[src/rtl/m3h_pkg.sv]
`timescale 1ns / 1ps

package m3h_pkg;

  localparam int WordW  = 32;
  localparam int CountW = 3;

  localparam logic [CountW-1:0] CountFull = 3'd4;

  localparam logic [WordW-1:0] MulC1 = 32'hcc9e2d51;
  localparam logic [WordW-1:0] MulC2 = 32'h1b873593;
  localparam logic [WordW-1:0] FoldN = 32'he6546b64;
  localparam logic [WordW-1:0] MixF1 = 32'h85ebca6b;
  localparam logic [WordW-1:0] MixF2 = 32'hc2b2ae35;

  // Queue depth between the front and the back; 2 or more.
  localparam int QueueDepth = 4;

  // One classified key word: masked data, its effective byte count and the last flag.
  typedef struct packed {
    logic [WordW-1:0]  word;
    logic [CountW-1:0] count;
    logic              last;
  } item_t;

  typedef struct packed {
    logic  en;
    item_t item;
  } push_t;

  typedef struct packed {
    logic  valid;
    item_t item;
  } qhead_t;

endpackage

[src/rtl/murmur3_32_hash_unit.sv]
`timescale 1ns / 1ps
// Channel   Direction  Handshake           Beat payload
// in_       input      in_valid/in_stall   data_word[31:0], byte_count[2:0], last
// out_      output     out_valid/out_stall hash_value[31:0]
// cfg_      input      cfg_valid/cfg_ready seed[31:0]
//
// The back end runs each word through two registered multiplies and a fold (MUL1, MUL2,
// FOLD), and each key through two finalizer multiplies and an output load (FMIX1, FMIX2, FIN).
// The front takes beats into a QUEUE_DEPTH-entry queue while the back works.
// Reset is synchronous and active low; the seed resets to zero, no clearing pass.
// A stalled result holds in the output register; the back waits there, then the queue fills.
module murmur3_32_hash_unit #(
  parameter int QUEUE_DEPTH = m3h_pkg::QueueDepth
) (
  input  logic                       clk,
  input  logic                       rst_n,
  input  logic                       in_valid,
  output logic                       in_stall,
  input  logic [m3h_pkg::WordW-1:0]  in_data_word,
  input  logic [m3h_pkg::CountW-1:0] in_byte_count,
  input  logic                       in_last,
  output logic                       out_valid,
  input  logic                       out_stall,
  output logic [m3h_pkg::WordW-1:0]  out_hash_value,
  input  logic                       cfg_valid,
  output logic                       cfg_ready,
  input  logic [m3h_pkg::WordW-1:0]  cfg_seed
);

  m3h_pkg::push_t  push;
  m3h_pkg::qhead_t head;
  logic            q_full;
  logic            pop;

  assign cfg_ready = 1'b1;

  m3h_front u_front (
    .in_valid      (in_valid),
    .in_stall      (in_stall),
    .in_data_word  (in_data_word),
    .in_byte_count (in_byte_count),
    .in_last       (in_last),
    .q_full        (q_full),
    .push          (push)
  );

  m3h_queue #(
    .DEPTH (QUEUE_DEPTH)
  ) u_queue (
    .clk   (clk),
    .rst_n (rst_n),
    .push  (push),
    .full  (q_full),
    .pop   (pop),
    .head  (head)
  );

  m3h_back u_back (
    .clk            (clk),
    .rst_n          (rst_n),
    .seed_we        (cfg_valid && cfg_ready),
    .seed_data      (cfg_seed),
    .head           (head),
    .pop            (pop),
    .out_valid      (out_valid),
    .out_stall      (out_stall),
    .out_hash_value (out_hash_value)
  );

endmodule

[src/rtl/m3h_front.sv]
`timescale 1ns / 1ps

module m3h_front (
  input  logic                          in_valid,
  output logic                          in_stall,
  input  logic [m3h_pkg::WordW-1:0]     in_data_word,
  input  logic [m3h_pkg::CountW-1:0]    in_byte_count,
  input  logic                          in_last,
  input  logic                          q_full,
  output m3h_pkg::push_t                push
);

  logic [m3h_pkg::CountW-1:0] eff_count;
  logic [m3h_pkg::WordW-1:0]  masked;

  // Only the final beat may be short; counts above four mean a full word.
  always_comb begin
    if (!in_last || (in_byte_count inside {[3'd4:3'd7]})) begin
      eff_count = m3h_pkg::CountFull;
    end else begin
      eff_count = in_byte_count;
    end
  end

  always_comb begin
    case (eff_count)
      3'd0: masked = '0;
      3'd1: masked = {24'd0, in_data_word[7:0]};
      3'd2: masked = {16'd0, in_data_word[15:0]};
      3'd3: masked = {8'd0, in_data_word[23:0]};
      default: masked = in_data_word;
    endcase
  end

  assign in_stall        = q_full;
  assign push.en         = in_valid && !q_full;
  assign push.item.word  = masked;
  assign push.item.count = eff_count;
  assign push.item.last  = in_last;

endmodule

[src/rtl/m3h_queue.sv]
`timescale 1ns / 1ps

module m3h_queue #(
  parameter int DEPTH = m3h_pkg::QueueDepth
) (
  input  logic            clk,
  input  logic            rst_n,
  input  m3h_pkg::push_t  push,
  output logic            full,
  input  logic            pop,
  output m3h_pkg::qhead_t head
);

  localparam int PtrW = $clog2(DEPTH);
  localparam int CntW = $clog2(DEPTH + 1);
  localparam logic [PtrW-1:0] PtrLast = PtrW'(DEPTH - 1);

  m3h_pkg::item_t  mem_r [DEPTH];
  logic [PtrW-1:0] wr_ptr_r, wr_ptr_nxt;
  logic [PtrW-1:0] rd_ptr_r, rd_ptr_nxt;
  logic [CntW-1:0] fill_r, fill_nxt;
  logic            do_pop;

  assign full       = (fill_r == CntW'(DEPTH));
  assign head.valid = (fill_r != '0);
  assign head.item  = mem_r[rd_ptr_r];
  assign do_pop     = pop && head.valid;

  always_comb begin
    wr_ptr_nxt = wr_ptr_r;
    rd_ptr_nxt = rd_ptr_r;
    fill_nxt   = fill_r;
    if (push.en) begin
      wr_ptr_nxt = (wr_ptr_r == PtrLast) ? '0 : wr_ptr_r + 1'b1;
    end
    if (do_pop) begin
      rd_ptr_nxt = (rd_ptr_r == PtrLast) ? '0 : rd_ptr_r + 1'b1;
    end
    if (push.en && !do_pop) begin
      fill_nxt = fill_r + 1'b1;
    end else if (!push.en && do_pop) begin
      fill_nxt = fill_r - 1'b1;
    end
  end

  always_ff @(posedge clk) begin
    if (!rst_n) begin
      wr_ptr_r <= '0;
      rd_ptr_r <= '0;
      fill_r   <= '0;
    end else begin
      wr_ptr_r <= wr_ptr_nxt;
      rd_ptr_r <= rd_ptr_nxt;
      fill_r   <= fill_nxt;
    end
  end

  always_ff @(posedge clk) begin
    if (push.en) begin
      mem_r[wr_ptr_r] <= push.item;
    end
  end

endmodule

[src/rtl/m3h_back.sv]
`timescale 1ns / 1ps

module m3h_back (
  input  logic                      clk,
  input  logic                      rst_n,
  input  logic                      seed_we,
  input  logic [m3h_pkg::WordW-1:0] seed_data,
  input  m3h_pkg::qhead_t           head,
  output logic                      pop,
  output logic                      out_valid,
  input  logic                      out_stall,
  output logic [m3h_pkg::WordW-1:0] out_hash_value
);

  typedef enum logic [6:0] {
    ST_IDLE  = 7'b0000001,
    ST_MUL1  = 7'b0000010,
    ST_MUL2  = 7'b0000100,
    ST_FOLD  = 7'b0001000,
    ST_FMIX1 = 7'b0010000,
    ST_FMIX2 = 7'b0100000,
    ST_FIN   = 7'b1000000
  } state_t;

  state_t                      state_r, state_nxt;
  logic [m3h_pkg::WordW-1:0]   seed_r, seed_nxt;
  logic                        in_key_r, in_key_nxt;
  logic                        out_valid_r, out_valid_nxt;
  logic [m3h_pkg::WordW-1:0]   out_hash_r, out_hash_nxt;
  logic [m3h_pkg::WordW-1:0]   k_r, k_nxt;
  logic [m3h_pkg::WordW-1:0]   h_r, h_nxt;
  logic [m3h_pkg::WordW-1:0]   total_r, total_nxt;
  logic [m3h_pkg::CountW-1:0]  cnt_r, cnt_nxt;
  logic                        last_r, last_nxt;

  logic [m3h_pkg::WordW-1:0]   hx, hrot, mix_a, mix_b;

  assign out_valid      = out_valid_r;
  assign out_hash_value = out_hash_r;

  always_comb begin
    hx    = h_r ^ k_r;
    hrot  = {hx[18:0], hx[31:19]};
    mix_a = h_r ^ total_r;
    mix_a = mix_a ^ (mix_a >> 16);
    mix_b = k_r ^ (k_r >> 13);
  end

  always_comb begin
    state_nxt     = state_r;
    seed_nxt      = seed_we ? seed_data : seed_r;
    in_key_nxt    = in_key_r;
    out_valid_nxt = out_valid_r && out_stall;
    out_hash_nxt  = out_hash_r;
    k_nxt         = k_r;
    h_nxt         = h_r;
    total_nxt     = total_r;
    cnt_nxt       = cnt_r;
    last_nxt      = last_r;
    pop           = 1'b0;
    case (state_r)
      ST_IDLE: begin
        if (head.valid) begin
          pop        = 1'b1;
          k_nxt      = head.item.word;
          cnt_nxt    = head.item.count;
          last_nxt   = head.item.last;
          in_key_nxt = 1'b1;
          // The first beat of a key starts from the seed as it is now.
          if (!in_key_r) begin
            h_nxt     = seed_r;
            total_nxt = '0;
          end
          state_nxt = ST_MUL1;
        end
      end
      ST_MUL1: begin
        k_nxt     = k_r * m3h_pkg::MulC1;
        state_nxt = ST_MUL2;
      end
      ST_MUL2: begin
        k_nxt     = {k_r[16:0], k_r[31:17]} * m3h_pkg::MulC2;
        state_nxt = ST_FOLD;
      end
      ST_FOLD: begin
        // A full word folds with rotate, times five and add; a tail only xors; an empty tail leaves h.
        if (cnt_r == m3h_pkg::CountFull) begin
          h_nxt = {hrot[29:0], 2'b00} + hrot + m3h_pkg::FoldN;
        end else if (cnt_r != '0) begin
          h_nxt = hx;
        end
        total_nxt = total_r + m3h_pkg::WordW'(cnt_r);
        state_nxt = last_r ? ST_FMIX1 : ST_IDLE;
      end
      ST_FMIX1: begin
        k_nxt     = mix_a * m3h_pkg::MixF1;
        state_nxt = ST_FMIX2;
      end
      ST_FMIX2: begin
        k_nxt     = mix_b * m3h_pkg::MixF2;
        state_nxt = ST_FIN;
      end
      ST_FIN: begin
        if (!out_valid_r || !out_stall) begin
          out_hash_nxt  = k_r ^ (k_r >> 16);
          out_valid_nxt = 1'b1;
          in_key_nxt    = 1'b0;
          state_nxt     = ST_IDLE;
        end
      end
      default: begin
        state_nxt = ST_IDLE;
      end
    endcase
  end

  always_ff @(posedge clk) begin
    if (!rst_n) begin
      state_r     <= ST_IDLE;
      seed_r      <= '0;
      in_key_r    <= 1'b0;
      out_valid_r <= 1'b0;
    end else begin
      state_r     <= state_nxt;
      seed_r      <= seed_nxt;
      in_key_r    <= in_key_nxt;
      out_valid_r <= out_valid_nxt;
    end
  end

  always_ff @(posedge clk) begin
    out_hash_r <= out_hash_nxt;
    k_r        <= k_nxt;
    h_r        <= h_nxt;
    total_r    <= total_nxt;
    cnt_r      <= cnt_nxt;
    last_r     <= last_nxt;
  end

endmodule

[config.mk]
export PLATFORM = sky130hd
export DESIGN_NAME = murmur3_32_hash_unit
export DESIGN_NICKNAME = d
export VERILOG_FILES = /design/src/rtl/m3h_pkg.sv /design/src/rtl/murmur3_32_hash_unit.sv /design/src/rtl/m3h_front.sv /design/src/rtl/m3h_queue.sv /design/src/rtl/m3h_back.sv
export SDC_FILE = /design/constraint.sdc
export NUM_CORES = 2
export LEC_CHECK = 0
export BUFFER_PORTS_ARGS = -buffer_cell sky130_fd_sc_hd__buf_2
export CAP_MARGIN = 15
export CORE_MARGIN = 2
export CORE_UTILIZATION = 55
export CTS_CLUSTER_DIAMETER = 30
export DETAILED_ROUTE_END_ITERATION = 8
export PLACE_DENSITY_LB_ADDON = 0.05
export RECOVER_POWER = 50
export SLEW_MARGIN = 30
export SYNTH_ARGS = -nofsm -noshare
export SYNTH_HDL_FRONTEND = slang
export SYNTH_SLANG_ARGS = --single-unit
[constraint.sdc]
create_clock -name clk -period 9 [get_ports clk]
set_input_delay 2.25 -clock clk [delete_from_list [all_inputs] [get_ports clk]]
set_output_delay 2.25 -clock clk [all_outputs]
set_load 0.01 [all_outputs]
==> flow_metrics.env <==
export IMPL_final_nets=6490
export IMPL_yosysSeqAreaShare=0.1881
export IMPL_cp_max_fo=13
export IMPL_finalSetupTns_ps=0
export IMPL_min_path_type="reg -> reg"
export IMPL_synth_distinct_cells=77
export IMPL_drc=0
export IMPL_avgSynthCellArea_um2=10.48
export IMPL_cp_required_ps=9370
export IMPL_violations="max-capacitance violations, max-slew violations"
export IMPL_firstDrtPassIters=7
export IMPL_critPathMaxStageDelay_ps=1230
export IMPL_netlist_area_mm2=0.04938
export IMPL_rows=109
export IMPL_hold_buffers=0
export IMPL_worst_pin_slew_ps=3147
export IMPL_hold_slack_ps=476.9
export IMPL_r2r_start="u_back.k_r[24]$_DFFE_PP_"
export IMPL_numPortBuffers=106
export IMPL_hold_viol=0
export IMPL_initial_core_util=0.5570
export IMPL_period_share=0.9659
export IMPL_via_count=34150
export IMPL_dpl_hpwl_um=134400
export IMPL_maxSlewHeadroom=-1.098
export IMPL_antenna_found_initial=3
export IMPL_grt_pass1_vias=36010
export IMPL_grt_max_degree=69
export IMPL_synthTopCellsByArea="fa_1, ha_1, edfxtp_1, inv_1, xnor2_1"
export IMPL_synth_edf_count=276
export IMPL_startpoint="u_back.k_r[24]$_DFFE_PP_"
export IMPL_gr_total_overflow=0
export IMPL_arrival_ps=9070
export IMPL_synth_ff_type="edfxtp_1"
export IMPL_drv_slew=429
export IMPL_fin_skew_ps=56.36
export IMPL_clk_latency_ps=660
export IMPL_die_height_um=303.6
export IMPL_ys_seq_elements=326
export IMPL_setup_viol=0
export IMPL_fmax_mhz=115.0
export IMPL_cts_buffer_depth=3
export IMPL_cts_sinks=326
export IMPL_layout_drive_gt1_share=0.07476
export IMPL_cts_tree="done"
export IMPL_startpoint_type="flip-flop"
export IMPL_async_flop_share=0
export IMPL_finalCriticalPeriod_ps=8693
export IMPL_drt_wl_total_um=159700
export IMPL_cts_buffers=59
export IMPL_drtAntennaViolNets=0
export IMPL_hp_start="u_queue.rd_ptr_r[1]$_SDFFE_PN0P_"
export IMPL_synthCells=4712
export IMPL_rsz0062_at_grt="no"
export IMPL_wl_per_cell_um=26.12
export IMPL_cts_repair_resized=0
export IMPL_outcome="complete, but fails checks"
export IMPL_core_area_mm2=0.08865
export IMPL_gp_congestion=1.033
export IMPL_die_w_um=303.6
export IMPL_die_area_mm2=0.09219
export IMPL_track_usage=0.3547
export IMPL_via_per_inst=5.584
export IMPL_synthToLayoutAreaGrowth_pct=9.162
export IMPL_post_cts_setup_buffer_count=0
export IMPL_grt_pass1_wl_um=237100
export IMPL_io_pins=108
export IMPL_synth_nets=6303
export IMPL_cap_violations=13
export IMPL_cts_root_buf="clkbuf_16"
export IMPL_cts_htree_levels=2
export IMPL_yosys_warnings=0
export IMPL_critical_path_class="reg -> reg"
export IMPL_end_kind="flip-flop"
export IMPL_synth_top_area_frac=0.2972
export IMPL_drt_iter0_drc=2569
export IMPL_path_clk_slew_ps=60
export IMPL_critPathSlowestCell="clkbuf_1"
export IMPL_yosysTopAreaCell="fa_1"
[routing by layer]
metal / wire length, µm / global-route usage / part of all wire / vias up
li1: - / - / - / 15420
met1: 67190 / 0.4783 / 0.42 / 17290
met2: 73400 / 0.5710 / 0.46 / 1181
met3: 10900 / 0.05743 / 0.068 / 260
met4: 8221 / 0.1511 / 0.051 / 2
met5: 17 / 0 / 0.00011 / -
[cells in the mapped netlist, types with 9 or more instances]
cell and n:
a211oi_1 20, a21o_1 58, a21oi_1 148, a221oi_1 13, a22oi_1 9, a31oi_1 33, and2_1 30, and3_1 17
buf_1 11, clkbuf_1 63, dfxtp_1 50, edfxtp_1 276, fa_1 733, ha_1 785, inv_1 1275, mux2i_1 42
mux4_2 36, nand2_1 107, nand2b_1 16, nand3_1 35, nand4_1 11, nor2_1 209, nor2b_1 34, nor3_1 36
o211ai_1 12, o21a_1 27, o21ai_0 94, o21bai_1 12, or2_2 11, or3_1 11, xnor2_1 238, xor2_1 143
[cell type report]
class / count / area, µm²
clock buffer: 66 / 1575
inverter: 1276 / 4790
antenna: 1 / 2.502
sequential: 326 / 9293
multi-input combinational: 3034 / 35070
fill: 7701 / 34740
clock inverter: 45 / 503.0
tap: 1165 / 1458
timing repair buffer: 202 / 1211
[worst max-delay path, delay by kind of cell, from the launching register on]
kind	cells	cell delay, ps
xor+xnor	1	160
flops	1	350
simple gates	2	630
buf+inv	7	1640
compound gates	6	1760
fa+ha+maj	9	3840
[cell families (layout without fill, tap and decap cells)]
| group | Yosys count | after routing | share of synthesized area |
|---|---|---|---|
| buf+inv | 1352 | 1589 | 0.1029 |
| fa+ha+maj | 1518 | 1518 | 0.4961 |
| simple gates | 554 | 554 | 0.05377 |
| xor+xnor | 382 | 382 | 0.06803 |
| flops | 326 | 326 | 0.1881 |
| compound gates | 501 | 501 | 0.06611 |
| other cells | 1 | 2 | 0.00007594 |
| mux | 78 | 78 | 0.02493 |
[final timing paths]
path                                            endpoint  slack [ps]  cells past startpoint
worst max register to register  u_back.k_r[24]$_DFFE_PP_         310                     25
worst max-delay path            u_back.k_r[24]$_DFFE_PP_         310                     25
worst min register to register                 flip-flop         480                      2
worst min-delay path                           flip-flop         480                      2
[per-stage QoR]
stage | setup WS [ps] | util | cell area, µm² | std cells
after floorplan | 1623 | - | 49380 | 4712
after detailed placement | 747.7 | 0.5850 | 51860 | 6003
after CTS | 794.9 | 0.6084 | 53940 | 6114
after global routing | 247.2 | 0.6080 | 53900 | 6114
final | 306.6 | 0.6081 | 53900 | 6115
after global placement | 888.2 | 0.5849 | 51850 | 6003
[layout by cell type, fill, tap and decap left out, types with 16 or more instances in the layout]
master	count
mux2i_1	42
and3_1	17
a21o_1	58
edfxtp_1	276
nand2_1	107
xor2_1	143
a21oi_1	147
nor2b_1	34
a211oi_1	20
nor2_1	209
dfxtp_1	49
nand2b_1	16
inv_1	1275
fa_1	733
o21ai_0	93
ha_1	785
nand3_1	35
a31oi_1	33
buf_4	86
mux4_2	36
buf_2	104
and2_0	22
nor3_1	35
o21a_1	27
clkbuf_16	61
xnor2_1	235
[sequential cells by signal, summed over array words and instances (netlist names), 3 cells and up, named ones only]
name / cells
u_back.out_hash_value: 32
u_back.seed_r: 32
u_back.k_r: 32
u_queue.mem_r: 144
u_queue.fill_r: 3
u_back.cnt_r: 3
u_back.state_r: 7
u_back.h_r: 32
u_back.total_r: 32
Power is left out: the tool's default activity adds up to more than one toggle a clock period on the data nets, which glitch-free logic cannot reach.
